===== src/prmb_pkg.sv =====
`default_nettype none

package prmb_pkg;

   // Frame geometry and storage
   localparam int MAX_WIDTH      = 256;
   localparam int MAX_HEIGHT     = 256;
   localparam int COUNT_BITS     = 24;
   localparam int COORD_BITS     = 8;
   localparam int DIM_BITS       = 9;
   localparam int STORE_DEPTH    = MAX_WIDTH * MAX_HEIGHT;
   localparam int ADDR_BITS      = $clog2(STORE_DEPTH);
   localparam int CHAN_BITS      = 32;
   localparam int SEEN_BITS      = 24;

   // Running mean arithmetic
   localparam int MAG_BITS       = CHAN_BITS + COUNT_BITS;
   localparam int DIVISOR_BITS   = COUNT_BITS + 1;
   localparam int DIV_STEPS      = CHAN_BITS;
   localparam int STEP_BITS      = $clog2(DIV_STEPS);
   localparam int LANES          = 3;

   // Configuration register indexes
   localparam int CSR_INDEX_BITS = 1;
   localparam logic [CSR_INDEX_BITS-1:0] CSR_FRAME_WIDTH  = 1'b0;
   localparam logic [CSR_INDEX_BITS-1:0] CSR_FRAME_HEIGHT = 1'b1;

   // Actions
   localparam logic [1:0] ACT_AVERAGE    = 2'd0;
   localparam logic [1:0] ACT_ACCUMULATE = 2'd1;
   localparam logic [1:0] ACT_READ       = 2'd2;
   localparam logic [1:0] ACT_CLEAR      = 2'd3;

   // Result status
   localparam logic STATUS_DONE  = 1'b0;
   localparam logic STATUS_RANGE = 1'b1;

   typedef struct packed {
      logic [1:0]                  action;
      logic [COORD_BITS-1:0]       pixel_x;
      logic [COORD_BITS-1:0]       pixel_y;
      logic signed [CHAN_BITS-1:0] sample_red;
      logic signed [CHAN_BITS-1:0] sample_green;
      logic signed [CHAN_BITS-1:0] sample_blue;
   } req_type;

   typedef struct packed {
      logic                        status;
      logic signed [CHAN_BITS-1:0] value_red;
      logic signed [CHAN_BITS-1:0] value_green;
      logic signed [CHAN_BITS-1:0] value_blue;
      logic [SEEN_BITS-1:0]        samples_seen;
   } rsp_type;

   // One stored pixel
   typedef struct packed {
      logic [COUNT_BITS-1:0]       count;
      logic signed [CHAN_BITS-1:0] red;
      logic signed [CHAN_BITS-1:0] green;
      logic signed [CHAN_BITS-1:0] blue;
   } entry_type;

   // Divider lane control
   typedef struct packed {
      logic load;
      logic step;
   } div_ctrl_type;

endpackage

`default_nettype wire


===== src/prmb_div.sv =====
`default_nettype none

module prmb_div
   import prmb_pkg::*;
(
   input  wire                              clock,
   input  div_ctrl_type                     ctrl,
   input  wire logic signed [MAG_BITS-1:0]  num_in,
   input  wire logic [DIVISOR_BITS-1:0]     divisor_in,
   output logic signed [CHAN_BITS-1:0]      quotient
);

   logic                    neg_ff, neg_in;
   logic [DIVISOR_BITS-1:0] rem_ff, rem_in;
   logic [CHAN_BITS-1:0]    quo_ff, quo_in;

   logic [MAG_BITS-1:0]     mag;
   logic [DIVISOR_BITS:0]   trial;
   logic [DIVISOR_BITS:0]   diff;

   // Restoring division of the magnitude, one quotient bit per step; the
   // upper part of the dividend is known to be below the divisor
   always_comb begin
      mag    = num_in[MAG_BITS-1] ? MAG_BITS'(-num_in) : MAG_BITS'(num_in);
      trial  = {rem_ff, quo_ff[CHAN_BITS-1]};
      diff   = trial - {1'b0, divisor_in};
      neg_in = neg_ff;
      rem_in = rem_ff;
      quo_in = quo_ff;
      if (ctrl.load) begin
         neg_in = num_in[MAG_BITS-1];
         rem_in = DIVISOR_BITS'(mag[MAG_BITS-1:CHAN_BITS]);
         quo_in = mag[CHAN_BITS-1:0];
      end else if (ctrl.step) begin
         if (!diff[DIVISOR_BITS]) begin
            rem_in = diff[DIVISOR_BITS-1:0];
         end else begin
            rem_in = trial[DIVISOR_BITS-1:0];
         end
         quo_in = {quo_ff[CHAN_BITS-2:0], ~diff[DIVISOR_BITS]};
      end
   end

   always_ff @(posedge clock) begin
      neg_ff <= neg_in;
      rem_ff <= rem_in;
      quo_ff <= quo_in;
   end

   // Apply the sign: truncation toward zero
   assign quotient = neg_ff ? $signed(-quo_ff) : $signed(quo_ff);

endmodule

`default_nettype wire


===== config.mk =====
export PLATFORM = sky130hd
export DESIGN_NAME = prmb_div
export DESIGN_NICKNAME = d
export VERILOG_FILES = /design/src/prmb_pkg.sv /design/src/prmb_div.sv
export SDC_FILE = /design/constraint.sdc
export NUM_CORES = 1
export LEC_CHECK = 0
export ABC_CLOCK_PERIOD_IN_PS = 3400
export BUFFER_PORTS_ARGS = -buffer_cell sky130_fd_sc_hd__buf_4
export CELL_PAD_IN_SITES_DETAIL_PLACEMENT = 1
export CELL_PAD_IN_SITES_GLOBAL_PLACEMENT = 1
export CORE_UTILIZATION = 30
export DETAILED_ROUTE_END_ITERATION = 12
export GPL_TIMING_DRIVEN = 0
export PLACE_DENSITY_LB_ADDON = 0.1
export SLEW_MARGIN = 20
export SYNTH_ARGS = -nofsm -noshare
export SYNTH_HDL_FRONTEND = slang
export SYNTH_SLANG_ARGS = --single-unit

===== constraint.sdc =====
create_clock -name clock -period 3.4 [get_ports clock]
set_clock_uncertainty 0.15 [all_clocks]
set_input_delay 0.51 -clock clock [delete_from_list [all_inputs] [get_ports clock]]
set_output_delay 0.51 -clock clock [all_outputs]
set_load 0.05 [all_outputs]

# ---- Yosys cells after proc, flatten, opt, wreduce, memory -nomap -nowiden
# Index checks and enable logic that the tools add are counted.
# W data, S select, Z words.
dict set report word_totals {
  reg_bits 58
  latch_bits 0
  ramBits 0
  rom_bits 0
  in_bits 84
  wordCells 16
  memories 0
}
dict set report op_classes {
  addsub 3
  multipliers 0
  div 0
  n_lt_le_gt_ge 0
  n_eq_ne 0
  shifts 0
  muxes 7
  bitwise 1
  n_reduce_logical 1
}
# cell n
set ops {}
lappend ops {{$mux W32} 3}
lappend ops {{$mux W56} 1}
lappend ops {{$neg A56 Y56} 1}
lappend ops {{$mux W24} 2}
lappend ops {{$neg A32 Y32} 1}
lappend ops {{$sub A26 B25 Y26} 1}
lappend ops {{$mux W25} 1}
lappend ops {{$reduce_bool A2 Y1} 1}
lappend ops {{$not A1 Y1} 1}

# ---- Longest topological paths before layout
# Gate-level depths: netlist of run 1.
dict set report logic_depth {
  word_depth 4
  depth_mapped 12
}

# ---- Worst setup path after synthesis of run 1
# OpenSTA, ideal clock, no wires.
dict set report synth_path {
  kind {reg2out}
  start {register quo_ff[6]}
  end {output port quotient[23]}
  t_arrival_ns 3.320
  path_slack_ns -0.580
  stages_incl_launch_ff 8
  cell_sequence {edfxtp_1 > or4_4 > or3_4 > or3_4 > or3_4 > or2_4 > o31a_4 > xor2_1}
}
dict set report synth_between {
  elab_chain_cells 2
}
# item line_no
set synth_rtl {}
lappend synth_rtl {{start, declared} prmb_div.sv:15} ;# logic [CHAN_BITS-1:0] quo_ff, quo_in;
lappend synth_rtl {{start signal, assigned} prmb_div.sv:47} ;# quo_ff <= quo_in;
lappend synth_rtl {{$neg A32 Y32} prmb_div.sv:51} ;# assign quotient = neg_ff ? $signed(-quo_ff) : $signed(quo_ff);
lappend synth_rtl {{$mux W32} prmb_div.sv:51}
lappend synth_rtl {{end, declared} prmb_div.sv:10} ;# output logic signed [CHAN_BITS-1:0] quotient
# No other way between the ends.

# ---- Worst setup path in the final report of run 1
dict set report layout_path {
  start {register quo_ff[6]}
  end {output port quotient[29]}
}
# Same word-level chain as after synthesis.

==> results of run 1 <==
## layer usage
| layer | GRT usage | vias up | share of wire | wire (um) |
|---|---|---|---|---|
| met5 | 0 | - | 0 | 0 |
| met1 | 0.265 | 2965 | 0.44 | 9560 |
| met3 | 0.0236 | 29 | 0.029 | 637 |
| met4 | 0.0730 | 0 | 0.020 | 445 |
| li1 | - | 2922 | - | - |
| met2 | 0.386 | 123 | 0.51 | 11200 |
## power breakdown
group	leakage, nW	switching, mW	total (mW)	internal [mW]
logic	2.61	2.07	3.83	1.77
registers	0.584	0.219	1.27	1.06
clock network	0.158	0.350	1.06	0.711
total	3.35	2.64	6.17	3.53
## registers in the layout (all words and copies together), names as in the netlist
signal / flops
quo_ff: 32
rem_ff: 25
neg_ff: 1
## synth_stat cells (4+ instances only)
cell type,number,area (um^2)
nor4_1,4,25.0
nand4_1,11,68.8
xor2_1,35,307
a21oi_2,4,35.0
mux2i_1,24,240
nor3_1,12,60.1
o21ai_0,54,270
a21o_1,5,37.5
nor2_1,67,251
or4_1,11,82.6
clkbuf_1,23,86.3
a31oi_1,4,25.0
nand2_1,62,233
o41ai_1,10,87.6
or3_4,4,45.0
o311ai_0,4,35.0
nand3_1,19,95.1
nand2b_1,4,25.0
a21oi_1,49,245
xnor2_1,61,534
buf_2,4,20.0
edfxtp_1,57,1710
a311oi_1,4,35.0
o31ai_1,23,173
or3_1,12,75.1
and3_1,4,25.0
inv_1,46,173
or2_2,4,25.0
o211ai_1,5,37.5
o221ai_1,4,35.0
ha_1,27,338
## layout by cell type (no fill, tap or decap), drive strengths merged, types with 4 or more instances in the layout
master / synthesis / layout
or3: 17 / 17
xnor2: 61 / 61
nand2: 62 / 62
o31ai: 26 / 26
nand2b: 4 / 4
o221ai: 4 / 4
o311ai: 4 / 4
a311oi: 4 / 4
nor2: 67 / 67
nand4: 11 / 11
o21ai: 56 / 56
and3: 4 / 4
a21oi: 53 / 53
inv: 46 / 46
mux2i: 24 / 24
or2: 5 / 5
nand3: 19 / 19
clkbuf: 23 / 33
or4: 13 / 13
nor3: 12 / 12
o41ai: 10 / 10
a21o: 5 / 5
o211ai: 6 / 6
xor2: 35 / 35
buf: 9 / 157
a31oi: 4 / 4
nor4: 5 / 5
edfxtp: 57 / 57
ha: 27 / 27
## repair_timing
item | CTS | global route
endpoints found under the setup margin | 45 | 44
hold buffers | 0 | 0
buffers inserted | 18 | 15
pin swaps | 17 | 24
cloned | 1 | 1
resized for setup | 69 | 68
## worst min-delay path by stage
stage                      end  slack [ps]  depth (start not counted)
floorplan           rem_ff[24]         370                          2
global placement    rem_ff[24]         420                          2
detailed placement  rem_ff[24]         470                          2
CTS                     neg_ff         220                          1
global route            neg_ff         220                          1
finish                  neg_ff         230                          1
## cells by family after synthesis
logic type,Yosys count
buf+inv,79
xor+xnor,96
mux,24
compound gates,197
flops,58
simple gates,227
fa+ha+maj,28
## final cells by class
class	count	area, um^2	area share
multi-input combinational	572	4560	0.533
timing repair buffer	150	1270	0.148
sequential	58	1730	0.202
tap	260	325	0.0380
clock inverter	6	105	0.0123
clock buffer	10	229	0.0268
inverter	47	176	0.0206
buffer	30	154	0.0180
==> out/metrics.yaml, run 1 <==
drt:
  wl_mm: 21.8
  drc: 0
  vias: 6039
  ant_nets: 0
  post_drt_wl_per_cell_um: 19.2
  avgViaCountPerCell: 5.33
  first_pass_iters: 4
  drtIter0Drc: 226
floorplanning:
  core-area_mm2: 0.0190
  io_pins: 116
  die_h_um: 142
  fp.dieArea_mm2: 0.0202
  die_width_um: 142
  start_util: 0.310
  rows: 50
logic_synthesis:
  synth-edff-count: 57
  synth_xor_area_frac: 0.142
  syn_nets: 821
  synthAdderAreaFrac: 0.0606
  ys_ff_latch: 58
  synth_top_family_by_area: "compound AO/OA/AOI/OAI gates"
  ys_seq_area_frac: 0.293
  yosysWarnings: 0
  synthCells: 709
  ys_async_sr_fraction: 0
  syn_area_mm2: 0.00590
  yosys_most_used_dff: "edfxtp_1"
  synthSimpleGateAreaFrac: 0.191
  synth_compound_gate_area_share: 0.219
  avgSynthCellArea_um2: 8.33
  synth.distinct_cells: 64
  muxShareOfSynthArea: 0.0407
global_routing:
  grt_util_all_layers: 0.215
  grt_max_degree: 57
  grt_pass1_wl_mm: 33.4
  grt_overflow_total: 0
  grt_pass1_vias: 6316
  antenna_found_initial: 0
clock_tree:
  htreeDepth: 3
  cts_tree: "built"
  numCtsBuffers: 9
  cts_sinks: 58
  root_buffer: "clkbuf_16"
  clockBufferDepth: 2
  clk_latency_ps: 340
  clkTransAtPathRegs_ps: 60
critical_path:
  ff2ff_setup_slack_ps: 0
  path_cells: "or4_4, or3_4, or3_4, or3_4, or2_4, o31a_4, a21oi_4, xnor2_4, buf_6"
  cp.arrival_ps: 3500
  slowest_delay_ps: 560
  crit_cells: 9
  path_delay_family: "simple AND/OR/NAND/NOR gates"
  cp-endpoint: "quotient[29]"
  r2r-start: "rem_ff[11]"
  worst-path-max-fanout: 5
  end_kind: "primary output"
  path_class: "flip-flop to primary output"
  critPathSlowestCell: "or4_4"
  crit_top_cell: "or3_4"
  cp_data_required_time_ps: 2740
  ff2ff_path_depth: 11
  start_kind: "flip-flop"
  crit_start: "quo_ff[6]"
  r2r-end: "rem_ff[13]"
  cp.buffers_inverters: 1
sta:
  slew_viol_final: 0
  tightest_slew_ps: 1050
  worst_hold_slack_ps: 233
  fmax_ghz: 0.240
  final_hold_viol_count: 0
  min_period_ps: 4160
  tns_ps: -8930
  fin_crit_sh: 1.22
  slew_headroom: 0.301
  layout_setup_ws_ps: -760
  finalSetupViolCount: 23
  grt_setup_unrepaired: "yes"
layout:
  postLayoutCoreUtil: 0.450
  stdcell_count: 1133
  nets: 980
  fin_area_mm2: 0.00855
  num-fill-cells: 2246
  drive_gt1_frac: 0.298
  antenna_cells: 0
  syn2layout_area_growth_pct: 44.9
run_status:
  violations: "setup timing"
  status: "finished, violations left"
place:
  portBuffers: 115
  place_inst: 1084
  gp_congestion: 0.847
  place_ws_ps: -767
  dpl-instance-area_mm2: 0.00724
  dp.final_hpwl_mm: 16.2
pwr:
  p_leak_nw: 3.35
  finalPower_mw: 6.17
  power.density_mw_per_mm2: 721
  peakVddDrop_mv: 0.249
worst_hold_path:
  hold_path.class: "input port to flip-flop"
  hold_start: "num_in[55]"
run:
  drv_cap: 0
Note: power is estimated with default switching activity, not from simulation.
==> inputs of run 2 (changes only) <==
--- a/config.mk
+++ b/config.mk
@@ -9,7 +9,7 @@
 export BUFFER_PORTS_ARGS = -buffer_cell sky130_fd_sc_hd__buf_4
 export CELL_PAD_IN_SITES_DETAIL_PLACEMENT = 1
 export CELL_PAD_IN_SITES_GLOBAL_PLACEMENT = 1
-export CORE_UTILIZATION = 30
+export CORE_UTILIZATION = 38
 export DETAILED_ROUTE_END_ITERATION = 12
 export GPL_TIMING_DRIVEN = 0
 export PLACE_DENSITY_LB_ADDON = 0.1
==> run 2 against run 1 <==
The run still ends with setup timing left. Die area down 21%. Design area down 1.5%. Sequential power about the same. Fmax up 0.54%. Clock power down 24%. Critical endpoint is now quotient[31].
==> out/metrics.yaml, run 2 (synthesis gave the netlist of run 1 again) <==
run_status:
  status: "finished, violations left"
  violations: "setup timing"
critical_path:
  critPathSlowestCell: "or4_4"
  path_cells: "or4_4, or3_4, or3_4, or3_4, or2_4, o31a_4, a21oi_4, xnor2_4, buf_6"
  cp.arrival_ps: 3480  # -20 ps
  start_kind: "flip-flop"
  crit_top_cell: "or3_4"
  r2r-start: "rem_ff[4]"
  end_kind: "primary output"
  worst-path-max-fanout: 5  # unchanged
  crit_start: "quo_ff[6]"
  slowest_delay_ps: 550  # about the same
  cp_data_required_time_ps: 2740  # about the same
  path_class: "flip-flop to primary output"
sta:
  layout_setup_ws_ps: -738  # +22.5 ps
  fmax_ghz: 0.242  # +0.54%
  worst_hold_slack_ps: 229  # -3.51 ps
  slew_viol_final: 0  # unchanged
  min_period_ps: 4140  # -22.5 ps
  grt_setup_unrepaired: "yes"
  slew_headroom: 0.280  # -0.0204
  final_hold_viol_count: 0  # unchanged
  fin_crit_sh: 1.22  # -0.00661
  tightest_slew_ps: 1080  # +30.7 ps
  finalSetupViolCount: 31  # +35%
global_routing:
  antenna_found_initial: 0  # unchanged
  grt_pass1_wl_mm: 33.6  # +0.62%
  grt_overflow_total: 0  # unchanged
  grt_pass1_vias: 6381  # +1.0%
  grt_util_all_layers: 0.269  # +0.0547
  grt_max_degree: 57  # unchanged
pwr:
  peakVddDrop_mv: 0.278  # +11%
  power.density_mw_per_mm2: 713  # -1.1%
  p_leak_nw: 3.35  # about the same
clock_tree:
  cts_sinks: 58  # unchanged
  cts_tree: "built"
  clkTransAtPathRegs_ps: 50  # about the same
  clk_latency_ps: 330  # about the same
  root_buffer: "clkbuf_16"
  clockBufferDepth: 2  # unchanged
  htreeDepth: 3  # unchanged
  numCtsBuffers: 9  # unchanged
place:
  dpl-instance-area_mm2: 0.00715  # -1.2%
  dp.final_hpwl_mm: 15.8  # -2.5%
  portBuffers: 115  # unchanged
  gp_congestion: 0.854  # +0.81%
layout:
  fin_area_mm2: 0.00843  # -1.5%
  drive_gt1_frac: 0.299  # +0.000819
  largest_reg_flops: 32  # unchanged
  final_common_cell: "buf_4"
  final_cell_mix: "buf_4, nor2_1, nand2_1, edfxtp_1, xnor2_1"
  reg_top3: "quo_ff x32, rem_ff x25, neg_ff x1"
  postLayoutCoreUtil: 0.554  # +0.105
  largest_register: "quo_ff"
  nets: 991  # +1.1%
  antenna_cells: 0  # unchanged
  syn2layout_area_growth_pct: 42.8
drt:
  wl_mm: 22.1  # +1.6%
  drc: 0  # unchanged
  first_pass_iters: 4  # unchanged
  vias: 6186  # +2.4%
  post_drt_wl_per_cell_um: 20.7  # +7.3%
  drtIter0Drc: 293  # +30%
  avgViaCountPerCell: 5.77  # +8.3%
  ant_nets: 0  # unchanged
floorplanning:
  rows: 45  # -10%
  core-area_mm2: 0.0152  # -20%
  die_h_um: 127  # -11%
  start_util: 0.388  # +0.0779
  die_width_um: 127  # -11%
  fp.dieArea_mm2: 0.0160  # -21%
  io_pins: 116  # unchanged
run:
  drv_cap: 0  # unchanged
worst_hold_path:
  hold_path.class: "input port to flip-flop"
  hold_start: "num_in[55]"
run 2: cell count changes in the layout (fill, tap and decap cells not counted), sizes merged:
cell / previous run / this run
clkinv: 3 / 5
clkbuf: 33 / 34
buf: 157 / 169
clkinvlp: 1 / 0
bufinv: 3 / 0
run 2: repair_timing:
action,CTS,global route
hold buffers,0,0
buffers inserted,21,26
setup endpoints to repair,44,45
pin swaps,14,32
resized for setup,63,72
cloned,1,1
run 2: final cells by class:
| class | count | area, um^2 |
|---|---|---|
| Buffer | 28 | 130 |
| Clock inverter | 4 | 18.8 |
| Inverter | 47 | 176 |
| Sequential cell | 58 | 1730 |
| Multi-Input combinational cell | 572 | 4530 |
| Tap cell | 188 | 235 |
| Fill cell | 1754 | 6780 |
| Timing Repair Buffer | 163 | 1370 |
| Clock buffer | 12 | 236 |
run 2: final timing paths:
| check | end | slack (ps) | depth (start not counted) |
|---|---|---|---|
| worst max-delay path | quotient[31] | -740 | 9 |
| worst min-delay path | neg_ff | 230 | 1 |
| worst min register to register | rem_ff[24] | 470 | 2 |
| worst max register to register | rem_ff[7] | -50 | 11 |
run 2: critical path, delay by kind of cell, from the launching register on:
family                 cells  cell delay (ps)
AND/OR/NAND/NOR            5             1880
AO/OA/AOI/OAI              2              560
flip-flops                 1              390
buffers and inverters      1              170
XOR/XNOR                   1              130
run 2: routing by layer:
layer	vias to the layer above	global-route usage	part of all wire
li1	2935	-	-
met3	36	0.0270	0.033
met5	-	0	0
met4	0	0.102	0.023
met2	150	0.487	0.52
met1	3065	0.330	0.42
run 2: metrics by stage:
stage / worst slack, ps / instances / setup TNS [ps] / total power, mW
global route: -800 / 1072 / -12220 / 6.34
global placement: -741 / 1012 / -20680 / 4.02
detailed placement: -827 / 1012 / -19140 / 4.12
CTS: -758 / 1050 / -7970 / 5.40
finish: -738 / 1072 / -9460 / 6.01
floorplan: -252 / 709 / -1390 / 3.29
run 2: report_power, final:
group | leakage [nW] | internal, mW | total [mW] | switching, mW
clock network | 0.128 | 0.487 | 0.809 | 0.322
registers | 0.584 | 1.06 | 1.28 | 0.227
logic | 2.64 | 1.78 | 3.92 | 2.14
total | 3.35 | 3.33 | 6.01 | 2.69
